===== config.mk =====
export PLATFORM = sky130hd
export DESIGN_NAME = ipd_frame_extractor
export DESIGN_NICKNAME = d
export VERILOG_FILES = /design/src/rtl/ipdfx_pkg.sv /design/src/rtl/ipdfx_parser.sv /design/src/rtl/ipdfx_out_reg.sv /design/src/rtl/ipd_frame_extractor.sv
export SDC_FILE = /design/constraint.sdc
export NUM_CORES = 1
export LEC_CHECK = 0
export ABC_CLOCK_PERIOD_IN_PS = 7600
export BUFFER_PORTS_ARGS = -buffer_cell sky130_fd_sc_hd__buf_2
export CAP_MARGIN = 5
export CORE_AREA = 2 2 118 120
export CTS_CLUSTER_SIZE = 16
export DETAILED_ROUTE_END_ITERATION = 12
export DIE_AREA = 0 0 120 122
export GPL_TIMING_DRIVEN = 0
export MAX_ROUTING_LAYER = met4
export PLACE_DENSITY = 0.68
export SLEW_MARGIN = 10
export SYNTH_ARGS = -nofsm -noshare
export SYNTH_HDL_FRONTEND = slang
export SYNTH_SLANG_ARGS = --single-unit

===== constraint.sdc =====
create_clock -name clk -period 7.6 [get_ports clk]
set_input_delay 1.14 -clock clk [delete_from_list [all_inputs] [get_ports clk]]
set_output_delay 1.14 -clock clk [all_outputs]
set_load 0.1 [all_outputs]

===== src/rtl/ipdfx_pkg.sv =====
// Package for the IPD frame extractor: result item type and status codes.
// No dependencies; imported by every module of the block.
package ipdfx_pkg;

    localparam int DATA_W = 8;
    localparam int LEN_W  = 16;
    localparam int HCNT_W = 6;

    localparam logic [1:0] ST_PAYLOAD   = 2'd0;
    localparam logic [1:0] ST_REJECT    = 2'd1;
    localparam logic [1:0] ST_TOO_LARGE = 2'd2;

    localparam logic [DATA_W-1:0] CH_PLUS  = 8'h2B;
    localparam logic [DATA_W-1:0] CH_I     = 8'h49;
    localparam logic [DATA_W-1:0] CH_P     = 8'h50;
    localparam logic [DATA_W-1:0] CH_D     = 8'h44;
    localparam logic [DATA_W-1:0] CH_COMMA = 8'h2C;
    localparam logic [DATA_W-1:0] CH_COLON = 8'h3A;
    localparam logic [DATA_W-1:0] CH_ZERO  = 8'h30;
    localparam logic [DATA_W-1:0] CH_NINE  = 8'h39;

    typedef struct packed {
        logic [LEN_W-1:0]  frame_length;
        logic [DATA_W-1:0] payload_byte;
        logic              is_last;
        logic [1:0]        status;
    } res_t;

endpackage


===== src/rtl/ipdfx_parser.sv =====
// Byte parser of the IPD frame extractor: header state machine and counters.
// Depends on ipdfx_pkg.
module ipdfx_parser
    import ipdfx_pkg::*;
#(
    parameter int MAX_HEADER_BYTES = 32
)
(
    input  logic              clk,
    input  logic              rst_n,
    input  logic              step,
    input  logic [DATA_W-1:0] data_byte,
    input  logic [LEN_W-1:0]  max_packet_bytes,
    output logic              res_valid,
    output res_t              res
);

    typedef enum logic [2:0] {
        PH_HUNT, PH_PLUS, PH_I, PH_P, PH_COMMA, PH_DIGITS, PH_SKIP, PH_PAYLOAD
    } phase_t;

    localparam logic [HCNT_W:0] HDR_MAX = (HCNT_W+1)'(MAX_HEADER_BYTES);

    phase_t              phase_reg, phase_next;
    logic [LEN_W-1:0]    acc_reg, acc_next;
    logic [LEN_W-1:0]    remain_reg, remain_next;
    logic [HCNT_W-1:0]   hcnt_reg, hcnt_next;

    logic [HCNT_W:0]     n;
    logic                digit;
    logic                is_plus;
    logic [LEN_W+3:0]    acc_mul;
    logic [LEN_W:0]      total;

    assign n       = {1'b0, hcnt_reg} + (HCNT_W+1)'(1);
    assign digit   = (data_byte >= CH_ZERO) && (data_byte <= CH_NINE);
    assign is_plus = (data_byte == CH_PLUS);
    assign acc_mul = {1'b0, acc_reg, 3'b000} + {3'b000, acc_reg, 1'b0}
                     + {12'd0, data_byte - CH_ZERO};
    assign total   = {1'b0, acc_reg} + {{(LEN_W-HCNT_W){1'b0}}, n};

    always_comb
    begin
        phase_next  = phase_reg;
        acc_next    = acc_reg;
        remain_next = remain_reg;
        hcnt_next   = hcnt_reg;
        res_valid   = 1'b0;
        res         = '{frame_length: '0, payload_byte: '0, is_last: 1'b0,
                        status: ST_REJECT};

        case (phase_reg)
            PH_HUNT:
            begin
                if (is_plus)
                begin
                    phase_next = PH_PLUS;
                    hcnt_next  = HCNT_W'(1);
                end
            end
            PH_PLUS, PH_I, PH_P:
            begin
                if ((phase_reg == PH_PLUS && data_byte == CH_I) ||
                    (phase_reg == PH_I && data_byte == CH_P) ||
                    (phase_reg == PH_P && data_byte == CH_D))
                begin
                    phase_next = phase_t'(phase_reg + 3'd1);
                    hcnt_next  = HCNT_W'(phase_reg + 3'd1);
                end
                else
                begin
                    res_valid = 1'b0;
                    phase_next = is_plus ? PH_PLUS : PH_HUNT;
                    hcnt_next  = is_plus ? HCNT_W'(1) : '0;
                    acc_next   = '0;
                    remain_next = '0;
                end
            end
            PH_COMMA:
            begin
                if (data_byte != CH_COMMA)
                begin
                    res_valid = 1'b1;
                end
                else
                begin
                    phase_next = PH_DIGITS;
                    hcnt_next  = HCNT_W'(5);
                    acc_next   = '0;
                end
            end
            PH_DIGITS, PH_SKIP:
            begin
                if (n > HDR_MAX)
                begin
                    res_valid = 1'b1;
                end
                else if (phase_reg == PH_DIGITS && digit)
                begin
                    acc_next  = (acc_mul[LEN_W+3:LEN_W] != '0) ? '1 : acc_mul[LEN_W-1:0];
                    hcnt_next = n[HCNT_W-1:0];
                end
                else if (phase_reg == PH_DIGITS && hcnt_reg <= HCNT_W'(5))
                begin
                    res_valid = 1'b1;
                end
                else if (data_byte == CH_COLON)
                begin
                    hcnt_next = n[HCNT_W-1:0];
                    if (acc_reg == '0)
                    begin
                        res_valid = 1'b1;
                    end
                    else if (total > {1'b0, max_packet_bytes})
                    begin
                        res_valid        = 1'b1;
                        res.status       = ST_TOO_LARGE;
                        res.frame_length = acc_reg;
                    end
                    else
                    begin
                        remain_next = acc_reg;
                        phase_next  = PH_PAYLOAD;
                    end
                end
                else
                begin
                    phase_next = PH_SKIP;
                    hcnt_next  = n[HCNT_W-1:0];
                end
            end
            default:
            begin
                res_valid        = 1'b1;
                res.status       = ST_PAYLOAD;
                res.payload_byte = data_byte;
                res.frame_length = acc_reg;
                if (remain_reg <= LEN_W'(1))
                begin
                    res.is_last = 1'b1;
                    phase_next  = PH_HUNT;
                    hcnt_next   = '0;
                    acc_next    = '0;
                    remain_next = '0;
                end
                else
                begin
                    remain_next = remain_reg - LEN_W'(1);
                end
            end
        endcase

        // restart the hunt after any status item
        if (res_valid && res.status != ST_PAYLOAD)
        begin
            phase_next  = is_plus ? PH_PLUS : PH_HUNT;
            hcnt_next   = is_plus ? HCNT_W'(1) : '0;
            acc_next    = '0;
            remain_next = '0;
        end
    end

    always_ff @(posedge clk or negedge rst_n)
    begin
        if (!rst_n)
        begin
            phase_reg  <= PH_HUNT;
            acc_reg    <= '0;
            remain_reg <= '0;
            hcnt_reg   <= '0;
        end
        else if (step)
        begin
            phase_reg  <= phase_next;
            acc_reg    <= acc_next;
            remain_reg <= remain_next;
            hcnt_reg   <= hcnt_next;
        end
    end

endmodule


===== src/rtl/ipdfx_out_reg.sv =====
// Result register of the IPD frame extractor: holds one result item for the master side.
// Depends on ipdfx_pkg.
module ipdfx_out_reg
    import ipdfx_pkg::*;
(
    input  logic clk,
    input  logic rst_n,
    input  logic load,
    input  logic in_valid,
    input  res_t in_res,
    output logic free,
    output logic out_valid,
    input  logic out_ready,
    output res_t out_res
);

    logic valid_reg, valid_next;
    res_t res_reg;

    assign free       = !valid_reg || out_ready;
    assign valid_next = load ? in_valid : (valid_reg && !out_ready);
    assign out_valid  = valid_reg;
    assign out_res    = res_reg;

    always_ff @(posedge clk or negedge rst_n)
    begin
        if (!rst_n)
        begin
            valid_reg <= 1'b0;
        end
        else
        begin
            valid_reg <= valid_next;
        end
    end

    always_ff @(posedge clk)
    begin
        if (load && in_valid)
        begin
            res_reg <= in_res;
        end
    end

endmodule


===== src/rtl/ipd_frame_extractor.sv =====
// Top level of the IPD frame extractor: config register, parser and result register.
// Depends on ipdfx_pkg, ipdfx_parser and ipdfx_out_reg.
//
//   channel  | direction | content
//   s_*      | in        | tdata[7:0] data_byte
//   m_*      | out       | tdata[7:0] payload_byte, [23:8] frame_length; tlast is_last;
//            |           | tuser[1:0] status
//   cfg_*    | in        | data[15:0] max_packet_bytes, always ready
//
// The parser state advances on each accepted byte, and its result is captured in the
// result register at that same edge and shows on m_* in the next cycle.
// A new byte is accepted in every cycle unless a held result is stalled by m_tready.
// Reset clears the parse state and sets max_packet_bytes to 1500.
module ipd_frame_extractor
    import ipdfx_pkg::*;
#(
    parameter int MAX_HEADER_BYTES = 32
)
(
    input  logic        clk,
    input  logic        rst_n,
    input  logic        s_tvalid,
    output logic        s_tready,
    input  logic [7:0]  s_tdata,   // [7:0] data_byte
    output logic        m_tvalid,
    input  logic        m_tready,
    output logic [23:0] m_tdata,   // [7:0] payload_byte, [23:8] frame_length
    output logic        m_tlast,
    output logic [1:0]  m_tuser,   // [1:0] status
    input  logic        cfg_valid,
    output logic        cfg_ready,
    input  logic [15:0] cfg_data
);

    logic [LEN_W-1:0] max_pkt_reg;
    logic             step;
    logic             res_valid;
    res_t             res;
    res_t             out_res;

    assign cfg_ready = 1'b1;
    assign step      = s_tvalid && s_tready;

    always_ff @(posedge clk or negedge rst_n)
    begin
        if (!rst_n)
        begin
            max_pkt_reg <= LEN_W'(1500);
        end
        else if (cfg_valid)
        begin
            max_pkt_reg <= cfg_data;
        end
    end

    ipdfx_parser #(
        .MAX_HEADER_BYTES (MAX_HEADER_BYTES)
    ) u_parser (
        .clk              (clk),
        .rst_n            (rst_n),
        .step             (step),
        .data_byte        (s_tdata),
        .max_packet_bytes (max_pkt_reg),
        .res_valid        (res_valid),
        .res              (res)
    );

    ipdfx_out_reg u_out (
        .clk       (clk),
        .rst_n     (rst_n),
        .load      (step),
        .in_valid  (res_valid),
        .in_res    (res),
        .free      (s_tready),
        .out_valid (m_tvalid),
        .out_ready (m_tready),
        .out_res   (out_res)
    );

    assign m_tdata = {out_res.frame_length, out_res.payload_byte};
    assign m_tlast = out_res.is_last;
    assign m_tuser = out_res.status;

endmodule

==> flow_summary_export.csv <==
group,metric,value,unit
setup_path,critPathCapture,"u_parser.remain_reg[10]",
global_routing,global_route_wire_length_before_repair,27.2,mm
timing,report.final.setup_viol,0,
route,dr_total_vias,5386,
finish,fillers,1215,
pwr,p_per_area,325,nW/um^2
route,drtPass1Iterations,5,
synth,count_of_unique_library_cells_instantiated_by_yosys,73,
synth,synth_adder_area_share,15.0,%
timing,maxSlewHeadroom,45.7,%
finish,drive_above_1_share,17.6,%
timing,final-max-slew-violation-count,0,
setup_path,r2r.worst_path.cells,20,
route,post_drt_wl_per_cell,17.3,um
finish,antennaDiodeCount,0,
finish,commonest_non_fill_non_tap_cell_in_the_layout,"sky130_fd_sc_hd__nor2_1",
route,drcViolationCount,0,
floorplanning,placementRows,43,
cts,numCtsBuffers,9,
route,routed-wl-met3,683,um
synth,ffs_latches_synth,85,
global_routing,pin_count_of_the_biggest_net_entering_global_routing,59,
setup_path,rr_endpoint,"u_parser.remain_reg[10]",
global_routing,grt_use_total,24.1,%
finish,post_layout_nonfiller_instances,946,
setup_path,crit_path_max_fanout,10,
timing,setup_tns,0,ns
timing,final-hold-violation-count,0,
run,cap_viol_max_count,0,
synth,synth-compound-area-share,18.1,%
setup_path,timing.reg2reg.setup_slack,1.91,ns
setup_path,cp-end-kind,"flip-flop",
run_status,outcome,"finished clean",
floorplanning,core_region_area,13500,sq um
synth,synth-edff-count,27,
pwr,p_leak,3.42,nW
synth,yosys.area_share.simple,17.2,%
floorplanning,dieWidth,120,um
synth,syn-instance-count,693,
global_routing,grt_pass1_vias,5382,
setup_path,timing.rr.start,"u_parser.hcnt_reg[0]",
setup_path,critical_path_class,"flip-flop to flip-flop",
route,drt-met1-wl,7.44,mm
timing,max_slew.worst_pin.slew,0.813,ns
cts,ctsRootBufferMaster,"sky130_fd_sc_hd__clkbuf_16",
timing,period_share,74.8,%
floorplanning,fp.dieArea,14600,sq um
route,top_layer_used,"met4",
timing,worst_clock_skew,0.00755,ns
global_routing,globalRoute.totalOverflow,0,
cts,numClockSinks,85,
floorplanning,boundaryPins,59,
timing,fmax,176,MHz
synth,synth_ff_type,"sky130_fd_sc_hd__dfrtp_1",
finish,num-nets-final,864,
placed_design,place.detailed.hpwl,12.5,mm
cts,postCtsResizedCells,0,
route,drt-vias-per-instance,5.69,
timing,min_period,5.69,ns
placed_design,place.gp.congestion,0.928,
floorplanning,initial_utilization,48.4,%
synth,yosys-mux-area-fraction,4.31,%
setup_path,worst-endpoint-arrival,5.92,ns
route,dr_wl_met2,7.99,mm
synth,yosysSeqAreaShare,34.7,%
pwr,fin_total_pwr,2.40,mW
route,finalWirelength,16.4,mm
finish,most-common-layout-cells,"sky130_fd_sc_hd__nor2_1, sky130_fd_sc_hd__ha_1, sky130_fd_sc_hd__inv_1, sky130_fd_sc_hd__buf_2, sky130_fd_sc_hd__dfrtp_1",
synth,syn-mean-instance-area,9.43,sq um
synth,yosys_warnings,0,
finish,largest_reg_flops,27,
synth,netlist_area_before_placement,6540,sq um
timing,rsz0062_at_grt,"false",
global_routing,antenna_found_initial,0,
cts,tritoncts,"done",
setup_path,critPathLaunchType,"flip-flop",
cts,number_of_setup_buffers_added_after_cts,0,
cts,worst_setup_hold_path_clk_slew,0.06,ns
setup_path,start_point_of_the_critical_path,"u_parser.hcnt_reg[0]",
cts,cts-root-to-sink-buffers,2,
synth,synth_top_family_by_area,"compound AO/OA/AOI/OAI gates",
cts,number_of_hold_buffers_added_after_cts,0,
pwr,vdd.ir_drop.worst,0.000131,V
synth,syn_nets,796,
synth,synth_xor_area_share,5.36,%
floorplanning,dieHeight,122,um
placed_design,place.port_buffers,57,
finish,synthToLayoutAreaGrowth,12.7,%
placed_design,numPlacedInstances,930,
synth,synth-async-reset-ratio,68.2,%
setup_path,timing.critical_path.required,7.83,ns
route,count_of_routing_violations_after_the_opening_detailed_route_iteration,461,
min_path,worst_hold_path_type,"flip-flop to flip-flop",
cts,clock_tree.htree_level_count,3,
route,antenna_left,0,
cts,clk_latency,0.35,ns
layout make-up:
type	count	area, sq um	area share (%)
buffer	20	109	1.48
clock buffer	11	254	3.45
clock inverter	5	57.6	0.781
inverter	63	236	3.21
multi-input combinational	525	3930	53.3
sequential	85	2270	30.8
tap	180	225	3.06
timing repair buffer	57	288	3.91
synthesized netlist by cell type (3+ instances only):
master                      instances  area (sq um)
sky130_fd_sc_hd__and2_1            24           150
sky130_fd_sc_hd__nand3b_1           4          30.0
sky130_fd_sc_hd__nand3_1           11          55.1
sky130_fd_sc_hd__xnor2_1           28           245
sky130_fd_sc_hd__buf_6              3          33.8
sky130_fd_sc_hd__a22oi_1           12          90.1
sky130_fd_sc_hd__mux2i_1            3          30.0
sky130_fd_sc_hd__o21a_1             3          22.5
sky130_fd_sc_hd__nand2_1           39           146
sky130_fd_sc_hd__a21oi_1           38           190
sky130_fd_sc_hd__o21ai_0           32           160
sky130_fd_sc_hd__fa_1               7           140
sky130_fd_sc_hd__nor4_1            10          62.6
sky130_fd_sc_hd__o21bai_1           6          45.0
sky130_fd_sc_hd__a21o_1            10          75.1
sky130_fd_sc_hd__dfstp_2            7           184
sky130_fd_sc_hd__o2bb2ai_1          5          43.8
sky130_fd_sc_hd__inv_1             63           236
sky130_fd_sc_hd__buf_2              3          15.0
sky130_fd_sc_hd__dfrtp_1           51          1280
sky130_fd_sc_hd__or3_1              6          37.5
sky130_fd_sc_hd__xor2_1            12           105
sky130_fd_sc_hd__nor2_1            70           263
sky130_fd_sc_hd__o211ai_1           4          30.0
sky130_fd_sc_hd__mux2_4            10           150
sky130_fd_sc_hd__nor3_1            28           140
sky130_fd_sc_hd__ha_1              67           838
sky130_fd_sc_hd__nand4_1            6          37.5
sky130_fd_sc_hd__mux2_2             9           101
sky130_fd_sc_hd__a211o_1            4          35.0
sky130_fd_sc_hd__o22ai_1            5          31.3
sky130_fd_sc_hd__o22ai_2           11           138
sky130_fd_sc_hd__a211oi_1           4          30.0
sky130_fd_sc_hd__clkbuf_1          12          45.0
sky130_fd_sc_hd__o31a_1             4          35.0
sky130_fd_sc_hd__a31oi_1            5          31.3
sky130_fd_sc_hd__edfxtp_1          27           811
sky130_fd_sc_hd__o21ai_2            4          35.0
per-layer routing:
| layer | vias to the layer above | track usage [%] |
|---|---|---|
| met5 | - | - |
| met4 | 0 | 7.06 |
| met3 | 19 | 4.63 |
| met2 | 128 | 39.1 |
| met1 | 2623 | 30.9 |
| li1 | 2616 | - |
worst min-delay path by stage:
stage,start,to,slack (ns),cells past startpoint
floorplan,u_parser.remain_reg[13],u_parser.remain_reg[13],0.47,1
global placement,max_pkt_reg[4],max_pkt_reg[4],0.50,2
detailed placement,max_pkt_reg[10],max_pkt_reg[10],0.51,2
CTS,max_pkt_reg[10],max_pkt_reg[10],0.52,2
global route,u_parser.remain_reg[13],u_parser.remain_reg[13],0.55,1
finish,max_pkt_reg[2],max_pkt_reg[2],0.52,2
power breakdown:
group / leakage [nW] / internal (mW) / switching, mW
sequential: 1.01 / 0.582 / 0.0710
combinational: 2.27 / 0.400 / 0.875
clock: 0.143 / 0.274 / 0.194
stage by stage:
| stage | setup slack [ns] | utilization, % | hold slack, ns | instance area, sq um |
|---|---|---|---|---|
| after floorplan | 2.04 | - | 0.473 | 6540 |
| after global placement | 1.01 | 52.2 | 0.498 | 7050 |
| after detailed placement | 1.94 | 52.3 | 0.509 | 7060 |
| after CTS | 1.93 | 54.6 | 0.519 | 7370 |
| after global routing | 1.51 | 54.6 | 0.549 | 7370 |
| final | 1.91 | 54.6 | 0.519 | 7370 |
logic make-up after synthesis:
logic type	after synthesis
and+or+nand+nor	223
buffers and inverters	83
AOI/OAI and AO/OA	165
adders and majority gates	74
other	1
xor gates and xnor gates	40
DFF	85
muxes	22
worst max-delay path, cell delays in order (launching register included):
cell and delay (ns):
sky130_fd_sc_hd__dfrtp_1 0.44, sky130_fd_sc_hd__inv_1 0.17, sky130_fd_sc_hd__ha_1 0.41, sky130_fd_sc_hd__ha_1 0.30
sky130_fd_sc_hd__a21o_1 0.17, sky130_fd_sc_hd__a21oi_1 0.22, sky130_fd_sc_hd__o21bai_1 0.09, sky130_fd_sc_hd__a21o_1 0.20
sky130_fd_sc_hd__a21o_1 0.18, sky130_fd_sc_hd__a21oi_1 0.41, sky130_fd_sc_hd__xnor2_1 0.12, sky130_fd_sc_hd__ha_1 0.31
sky130_fd_sc_hd__nand4_1 0.14, sky130_fd_sc_hd__or3_1 0.37, sky130_fd_sc_hd__a31oi_1 0.21, sky130_fd_sc_hd__o21ai_2 0.13
sky130_fd_sc_hd__a311oi_2 0.48, sky130_fd_sc_hd__o31a_1 0.41, sky130_fd_sc_hd__a21boi_4 0.27, sky130_fd_sc_hd__buf_6 0.20
sky130_fd_sc_hd__mux2_4 0.31
(Power assumes the default switching activity.)
